==> src/rank_then_two_stack_radix_sort_macros.svh <==
// assertion macros for the rank then radix sort block
`ifndef RANK_THEN_TWO_STACK_RADIX_SORT_MACROS_SVH
`define RANK_THEN_TWO_STACK_RADIX_SORT_MACROS_SVH
`ifndef SYNTH
`define RTS_ASSERT_IMP(lbl, clk, rst, ante, cons) \
   lbl: assert property (@(posedge clk) disable iff (rst) (ante) |-> (cons)) \
      else $error("assertion failed");
`define RTS_ASSERT_NXT(lbl, clk, rst, ante, cons) \
   lbl: assert property (@(posedge clk) disable iff (rst) (ante) |=> (cons)) \
      else $error("assertion failed");
`else
`define RTS_ASSERT_IMP(lbl, clk, rst, ante, cons)
`define RTS_ASSERT_NXT(lbl, clk, rst, ante, cons)
`endif
`endif

==> src/rtsrs_pkg.sv <==
// shared types and constants for the rank then radix sort block
`default_nettype none
package rtsrs_pkg;
   localparam int IDX_W = 6;
   localparam int CNT_W = 7;
   localparam int VAL_W = 32;

   typedef struct packed {
      logic             val_we;
      logic [IDX_W-1:0] val_waddr;
      logic [VAL_W-1:0] val_wdata;
      logic [IDX_W-1:0] val_raddr;
      logic             rank_we;
      logic [IDX_W-1:0] rank_waddr;
      logic [IDX_W-1:0] rank_wdata;
      logic [IDX_W-1:0] rank_raddr;
      logic             slot_we;
      logic [IDX_W-1:0] slot_waddr;
      logic [IDX_W-1:0] slot_wdata;
      logic [IDX_W-1:0] slot_raddr;
   } mem_req_type;

   typedef struct packed {
      logic [VAL_W-1:0] val_rdata;
      logic [IDX_W-1:0] rank_rdata;
      logic [IDX_W-1:0] slot_rdata;
   } mem_rsp_type;
endpackage
`default_nettype wire

==> src/rtsrs_store.sv <==
// value, rank and sorted slot memories with registered reads
`default_nettype none
module rtsrs_store
   import rtsrs_pkg::*;
#(
   parameter int MAX_ITEMS = 64
) (
   input  wire logic        clock,
   input  wire mem_req_type mem_req,
   output mem_rsp_type      mem_rsp
);
   logic [VAL_W-1:0] val_mem  [MAX_ITEMS];
   logic [IDX_W-1:0] rank_mem [MAX_ITEMS];
   logic [IDX_W-1:0] slot_mem [MAX_ITEMS];

   always_ff @(posedge clock) begin
      if (mem_req.val_we) begin
         val_mem[mem_req.val_waddr] <= mem_req.val_wdata;
      end
      if (mem_req.rank_we) begin
         rank_mem[mem_req.rank_waddr] <= mem_req.rank_wdata;
      end
      if (mem_req.slot_we) begin
         slot_mem[mem_req.slot_waddr] <= mem_req.slot_wdata;
      end
      mem_rsp.val_rdata  <= val_mem[mem_req.val_raddr];
      mem_rsp.rank_rdata <= rank_mem[mem_req.rank_raddr];
      mem_rsp.slot_rdata <= slot_mem[mem_req.slot_raddr];
   end
endmodule
`default_nettype wire

==> src/rtsrs_ctrl.sv <==
// load, rank sweep and output sequencer
`default_nettype none
`include "rank_then_two_stack_radix_sort_macros.svh"
module rtsrs_ctrl
   import rtsrs_pkg::*;
#(
   parameter int MAX_ITEMS = 64
) (
   input  wire logic             clock,
   input  wire logic             reset,
   input  wire logic             req_tvalid,
   output logic                  req_tready,
   input  wire logic [VAL_W-1:0] req_sample,
   input  wire logic             req_final,
   output logic                  rsp_tvalid,
   input  wire logic             rsp_tready,
   output logic [VAL_W-1:0]      rsp_value,
   output logic [IDX_W-1:0]      rsp_rank,
   output logic                  rsp_last,
   output mem_req_type           mem_req,
   input  wire mem_rsp_type      mem_rsp
);
   typedef enum logic [7:0] {
      S_LOAD  = 8'b0000_0001,
      S_FETCH = 8'b0000_0010,
      S_HOLD  = 8'b0000_0100,
      S_SWEEP = 8'b0000_1000,
      S_OREAD = 8'b0001_0000,
      S_OSEL  = 8'b0010_0000,
      S_OWAIT = 8'b0100_0000,
      S_OHOLD = 8'b1000_0000
   } state_type;

   state_type          state_ff, state_in;
   logic [CNT_W-1:0]   cnt_ff, cnt_in;
   logic [IDX_W-1:0]   i_ff, i_in;
   logic [IDX_W-1:0]   d_ff, d_in;
   logic [IDX_W-1:0]   j_ff, j_in;
   logic [CNT_W-1:0]   lt_ff, lt_in;
   logic [CNT_W-1:0]   eq_ff, eq_in;
   logic [VAL_W-1:0]   vi_ff, vi_in;
   logic               valid_ff, valid_in;
   logic [VAL_W-1:0]   value_ff, value_in;
   logic [IDX_W-1:0]   rank_ff, rank_in;
   logic               last_ff, last_in;

   logic               req_acc, rsp_acc, room;
   logic               lt_hit, eq_hit, last_d;
   logic [CNT_W-1:0]   lt_sum, eq_sum, pos;

   assign req_tready = (state_ff == S_LOAD);
   assign req_acc    = req_tvalid && req_tready;
   assign rsp_tvalid = valid_ff;
   assign rsp_acc    = valid_ff && rsp_tready;
   assign rsp_value  = value_ff;
   assign rsp_rank   = rank_ff;
   assign rsp_last   = last_ff;
   assign room       = (cnt_ff < CNT_W'(MAX_ITEMS));

   assign lt_hit = ($signed(mem_rsp.val_rdata) < $signed(vi_ff));
   assign eq_hit = (mem_rsp.val_rdata == vi_ff) && (d_ff < i_ff);
   assign lt_sum = lt_ff + CNT_W'(lt_hit);
   assign eq_sum = eq_ff + CNT_W'(eq_hit);
   assign pos    = lt_sum + eq_sum;
   assign last_d = (({1'b0, d_ff} + CNT_W'(1)) == cnt_ff);

   always_comb begin
      mem_req            = '0;
      mem_req.val_waddr  = cnt_ff[IDX_W-1:0];
      mem_req.val_wdata  = req_sample;
      mem_req.val_we     = req_acc && room;
      mem_req.rank_waddr = i_ff;
      mem_req.rank_wdata = lt_sum[IDX_W-1:0];
      mem_req.rank_raddr = mem_rsp.slot_rdata;
      mem_req.slot_waddr = pos[IDX_W-1:0];
      mem_req.slot_wdata = i_ff;
      mem_req.slot_raddr = j_ff;
      mem_req.rank_we    = (state_ff == S_SWEEP) && last_d;
      mem_req.slot_we    = (state_ff == S_SWEEP) && last_d;
      unique case (state_ff)
         S_FETCH: mem_req.val_raddr = i_ff;
         S_SWEEP: mem_req.val_raddr = d_ff + IDX_W'(1);
         S_OSEL:  mem_req.val_raddr = mem_rsp.slot_rdata;
         default: mem_req.val_raddr = '0;
      endcase
   end

   always_comb begin
      state_in = state_ff;
      cnt_in   = cnt_ff;
      i_in     = i_ff;
      d_in     = d_ff;
      j_in     = j_ff;
      lt_in    = lt_ff;
      eq_in    = eq_ff;
      vi_in    = vi_ff;
      valid_in = valid_ff;
      value_in = value_ff;
      rank_in  = rank_ff;
      last_in  = last_ff;
      unique case (state_ff)
         S_LOAD: begin
            if (req_acc) begin
               if (room) begin
                  cnt_in = cnt_ff + CNT_W'(1);
               end
               if (req_final) begin
                  i_in     = '0;
                  state_in = S_FETCH;
               end
            end
         end
         S_FETCH: state_in = S_HOLD;
         S_HOLD: begin
            vi_in    = mem_rsp.val_rdata;
            d_in     = '0;
            lt_in    = '0;
            eq_in    = '0;
            state_in = S_SWEEP;
         end
         S_SWEEP: begin
            if (last_d) begin
               if (({1'b0, i_ff} + CNT_W'(1)) == cnt_ff) begin
                  j_in     = '0;
                  state_in = S_OREAD;
               end else begin
                  i_in     = i_ff + IDX_W'(1);
                  state_in = S_FETCH;
               end
            end else begin
               lt_in = lt_sum;
               eq_in = eq_sum;
               d_in  = d_ff + IDX_W'(1);
            end
         end
         S_OREAD: state_in = S_OSEL;
         S_OSEL:  state_in = S_OWAIT;
         S_OWAIT: begin
            value_in = mem_rsp.val_rdata;
            rank_in  = mem_rsp.rank_rdata;
            last_in  = (({1'b0, j_ff} + CNT_W'(1)) == cnt_ff);
            valid_in = 1'b1;
            state_in = S_OHOLD;
         end
         S_OHOLD: begin
            if (rsp_acc) begin
               valid_in = 1'b0;
               if (last_ff) begin
                  cnt_in   = '0;
                  state_in = S_LOAD;
               end else begin
                  j_in     = j_ff + IDX_W'(1);
                  state_in = S_OREAD;
               end
            end
         end
         default: state_in = S_LOAD;
      endcase
   end

   always_ff @(posedge clock) begin
      if (reset) begin
         state_ff <= S_LOAD;
         cnt_ff   <= '0;
         valid_ff <= 1'b0;
      end else begin
         state_ff <= state_in;
         cnt_ff   <= cnt_in;
         valid_ff <= valid_in;
      end
      i_ff     <= i_in;
      d_ff     <= d_in;
      j_ff     <= j_in;
      lt_ff    <= lt_in;
      eq_ff    <= eq_in;
      vi_ff    <= vi_in;
      value_ff <= value_in;
      rank_ff  <= rank_in;
      last_ff  <= last_in;
   end

   `RTS_ASSERT_IMP(a_valid_in_hold, clock, reset, valid_ff, state_ff == S_OHOLD)
   `RTS_ASSERT_IMP(a_cnt_bound, clock, reset, 1'b1, cnt_ff <= CNT_W'(MAX_ITEMS))
   `RTS_ASSERT_NXT(a_last_clears, clock, reset, rsp_acc && last_ff, cnt_ff == '0)
   `RTS_ASSERT_IMP(a_sweep_nonempty, clock, reset, state_ff == S_SWEEP, cnt_ff != '0)
endmodule
`default_nettype wire

==> src/rank_then_two_stack_radix_sort.sv <==
// top level of the rank then radix sort block
// loading takes one cycle per item; the final item starts the sort
// ranking sweeps the value memory once per element
// output reads slot then value and rank memories for each item and holds each item until it is taken
// reset is synchronous and active high, it empties the set; memories are not cleared
`default_nettype none
module rank_then_two_stack_radix_sort
   import rtsrs_pkg::*;
#(
   parameter int MAX_ITEMS = 64
) (
   input  wire logic        clock,
   input  wire logic        reset,
   input  wire logic        req_tvalid,
   output logic             req_tready,
   input  wire logic [31:0] req_tdata,   // sample[31:0]
   input  wire logic        req_tlast,
   output logic             rsp_tvalid,
   input  wire logic        rsp_tready,
   output logic [39:0]      rsp_tdata,   // sorted_value[31:0], value_rank[37:32], zero
   output logic             rsp_tlast
);
   mem_req_type      mem_req;
   mem_rsp_type      mem_rsp;
   logic [VAL_W-1:0] rsp_value;
   logic [IDX_W-1:0] rsp_rank;

   rtsrs_store #(.MAX_ITEMS(MAX_ITEMS)) u_store (
      .clock   (clock),
      .mem_req (mem_req),
      .mem_rsp (mem_rsp)
   );

   rtsrs_ctrl #(.MAX_ITEMS(MAX_ITEMS)) u_ctrl (
      .clock      (clock),
      .reset      (reset),
      .req_tvalid (req_tvalid),
      .req_tready (req_tready),
      .req_sample (req_tdata),
      .req_final  (req_tlast),
      .rsp_tvalid (rsp_tvalid),
      .rsp_tready (rsp_tready),
      .rsp_value  (rsp_value),
      .rsp_rank   (rsp_rank),
      .rsp_last   (rsp_tlast),
      .mem_req    (mem_req),
      .mem_rsp    (mem_rsp)
   );

   assign rsp_tdata = {2'b00, rsp_rank, rsp_value};
endmodule
`default_nettype wire
==> config.mk <==
export PLATFORM = sky130hd
export DESIGN_NAME = rank_then_two_stack_radix_sort
export DESIGN_NICKNAME = d
export VERILOG_FILES = /design/src/rtsrs_pkg.sv /design/src/rtsrs_store.sv /design/src/rtsrs_ctrl.sv /design/src/rank_then_two_stack_radix_sort.sv
export VERILOG_INCLUDE_DIRS = /design/src /design/src/src
export SDC_FILE = /design/constraint.sdc
export NUM_CORES = 2
export LEC_CHECK = 0
export BUFFER_PORTS_ARGS = -buffer_cell sky130_fd_sc_hd__buf_2
export CORE_MARGIN = 2
export CORE_UTILIZATION = 35
export CTS_CLUSTER_SIZE = 16
export DETAILED_ROUTE_END_ITERATION = 7
export PLACE_DENSITY_LB_ADDON = 0.12
export SLEW_MARGIN = 10
export SYNTH_ARGS = -nofsm -noshare
export SYNTH_HDL_FRONTEND = slang
export SYNTH_SLANG_ARGS = --single-unit
==> constraint.sdc <==
create_clock -name clock -period 18.53 [get_ports clock]
set_clock_uncertainty 0.2 [all_clocks]
set_input_delay 3.706 -clock clock [delete_from_list [all_inputs] [get_ports clock]]
set_output_delay 3.706 -clock clock [all_outputs]
set_load 0.005 [all_outputs]
==> results.cfg <==
[worst_setup_path]
worstPathRequired_ns = 18.86
rr_endpoint = u_store.slot_mem[57][3]
critPathKind = reg -> reg
critPathMaxFanout = 65
worstSetupStartpointType = flip-flop
reg2reg_depth = 16
end_kind = flip-flop
cp.arrival_ns = 7.12
cp-startpoint = u_store.mem_rsp[35]
reg2reg_from = u_store.mem_rsp[35]
endpoint = u_store.slot_mem[57][3]
r2r_slack_ns = 11.74

[cells_and_area]
drive_above_1_share_pct = 17.74
regArea_um2 = 88800
fill_cells = 29570
nNetsFinal = 7080
syn_to_final_growth_pct = 14.77
fin_area_um2 = 132500
multi_input_area_um2 = 25630

[route]
postRouteAntennaNets = 0
wl_per_cell_um = 29.75
firstDrtPassIters = 6
first_iter_violations = 6649
wl_um = 345700
via_per_inst = 5.367
drc_errors = 0
dr_total_vias = 62360

[global_routing]
grt_usage_pct = 20.46
grt_pass1_wl_um = 486000
antenna_found_initial = 46
grt_pass1_vias = 62310
grt_overflow = 0
grt_max_degree = 186

[sta]
fin_crit_ns = 6.792
max_freq_mhz = 147.2
slew_headroom_pct = 13.09
tightestPinTransition_ns = 1.304
slew_viol_final = 0
rsz0062_at_grt = false
fin_crit_sh_pct = 36.65
hold_violations = 0
finalSetupTns_ns = 0
fin_ws_ns = 11.74
setup_viol = 0

[synth]
async_reset_ff_share_pct = 0
synthTopCellsByCount = 2917 x edfxtp_1, 1092 x nand2_1, 793 x nand3_1, 436 x mux4_2, 307 x nor2_1
synth_edf_count = 2917
synth-seq-cells = 2977
syn_area_um2 = 115400
synthTopCellsByArea = edfxtp_1 76%, mux4_2 8.5%, nand2_1 3.6%, nand3_1 3.4%, dfxtp_1 1.0%
yosys.area.top_type_share_pct = 75.89
synth_area_leader_cell = edfxtp_1
yosysSeqAreaShare_pct = 76.93
synth.most_common_cell = edfxtp_1
netlist_instances = 6777
syn_area_per_cell_um2 = 17.03
synthFlopType = edfxtp_1
yosysWarnings = 0
synth.distinct_cells = 58

[floorplan]
ios = 80
coreArea_um2 = 327700
die_w_um = 578.3
dieArea_um2 = 334400
initial_utilization_pct = 35.23
die_h_um = 578.3
fp-row-count = 210

[placed_design]
place_ws_ns = 11.64
dpl.hpwl_um = 192100
port_buffers = 77
gp_congestion = 0.8093
placed_area_um2 = 122000

[clocking]
cts_resized = 0
root_buffer = clkbuf_16
numCtsBuffers = 326
cts.sinks = 2977
cts_buffer_depth = 4
cts_tree = done
path_clk_slew_ns = 0.06
hold_buffers = 0
clock_latency_ns = 0.93
post_cts_buffers = 0
htree_num_levels = 5

[run]
cap_viol_max_count = 0

[status]
status = finished clean

[pwr]
p_per_area_nw_per_um2 = 113.0
power_leakage_nw = 41.78
total_power_mw = 14.97
irDropWorstVdd_mv = 0.06943

[worst_hold_path]
hold_depth = 0
hp-class = reg -> reg
[through the flow]
stage | hold slack [ns] | util [%] | cells
finish | 0.2046 | 40.43 | 11620
global route | 0.2090 | 40.42 | 11610
CTS | 0.2077 | 40.41 | 11600
detailed placement | 0.1944 | 37.24 | 11010
global placement | 0.1927 | 37.18 | 11000
floorplan | 0.1855 | - | 6778
[power by group]
group          total [mW]  switching (mW)  internal (mW)
clock                6.40            2.67           3.73
combinational       0.867           0.677          0.191
sequential           7.70          0.0963           7.61
[worst min path at each step]
stage                   startpoint            endpoint
2_1_floorplan   u_store.mem_rsp[6]  u_ctrl.rsp_rank[0]
3_3_place_gp   u_store.mem_rsp[10]  u_ctrl.rsp_rank[4]
3_5_place_dp    u_store.mem_rsp[9]  u_ctrl.rsp_rank[3]
4_1_cts         u_store.mem_rsp[9]  u_ctrl.rsp_rank[3]
5_1_grt         u_store.mem_rsp[9]  u_ctrl.rsp_rank[3]
6_report        u_store.mem_rsp[9]  u_ctrl.rsp_rank[3]
[layer usage]
metal	wire, um	GRT usage, %	up-vias
met4	8489	5.147	24
met1	151300	28.93	32980
met5	146	0	-
li1	-	-	26910
met2	164500	33.16	1991
met3	21240	3.054	459
[cell usage in the layout, fill, tap and decap left out, types with 77 or more instances in the layout]
master,n
a21oi_1,106
a22oi_1,130
buf_2,77
buf_4,182
clkbuf_16,332
edfxtp_1,2917
mux2i_1,100
mux4_2,436
nand2_1,1088
nand3_1,793
nor2_1,235
[area by class of cell]
cell class / instances / area share, %
Tap cell: 4346 / 4.105
Sequential cell: 2977 / 67.04
Clock buffer: 415 / 6.605
Inverter: 50 / 0.1417
Antenna cell: 17 / 0.03211
Timing Repair Buffer: 272 / 1.500
Multi-Input combinational cell: 3365 / 19.35
Clock inverter: 176 / 1.235
[state kept, by name, indices dropped and copies added (netlist names)]
| signal | cells |
|---|---|
| u_ctrl.cnt_ff | 7 |
| u_ctrl.rsp_last | 1 |
| u_ctrl.d_ff | 6 |
| u_ctrl.j_ff | 6 |
| u_store.slot_mem | 384 |
| u_ctrl.lt_ff | 6 |
| u_store.rank_mem | 384 |
| u_store.mem_rsp | 44 |
| u_ctrl.eq_ff | 6 |
| u_ctrl.vi_ff | 32 |
| u_store.val_mem | 2048 |
| u_ctrl.state_ff | 8 |
| u_ctrl.i_ff | 6 |
| u_ctrl.rsp_tvalid | 1 |
| u_ctrl.rsp_rank | 6 |
| u_ctrl.rsp_value | 32 |
[critical path, cell delays in order, from the launching register on]
cell and delay (ns):
dfxtp_1 0.85, ha_1 0.28, nand4_1 0.08, nor4_1 0.49, nand2_1 0.19, a311oi_1 0.38
nor2_1 0.12, mux2i_1 0.42, ha_2 0.31, ha_2 0.17, buf_4 0.51, inv_1 0.18
fa_1 0.44, xor2_1 0.20, and3_1 0.25, nand3_1 0.61, nor2_1 0.69
[logic make-up (layout without fill, tap and decap cells)]
| group | Yosys count | count (layout) | synth area share (%) |
|---|---|---|---|
| flip-flops | 2977 | 2977 | 76.93 |
| AND/OR/NAND/NOR | 2310 | 2310 | 8.716 |
| multiplexers | 537 | 537 | 9.384 |
| buffers and inverters | 436 | 913 | 1.538 |
| AO/OA/AOI/OAI | 415 | 415 | 2.480 |
| adder cells (fa/ha/maj) | 51 | 51 | 0.5593 |
| XOR/XNOR | 50 | 50 | 0.3913 |
| other | 1 | 19 | 0.003249 |
Note: power is estimated with default switching activity, not from simulation.
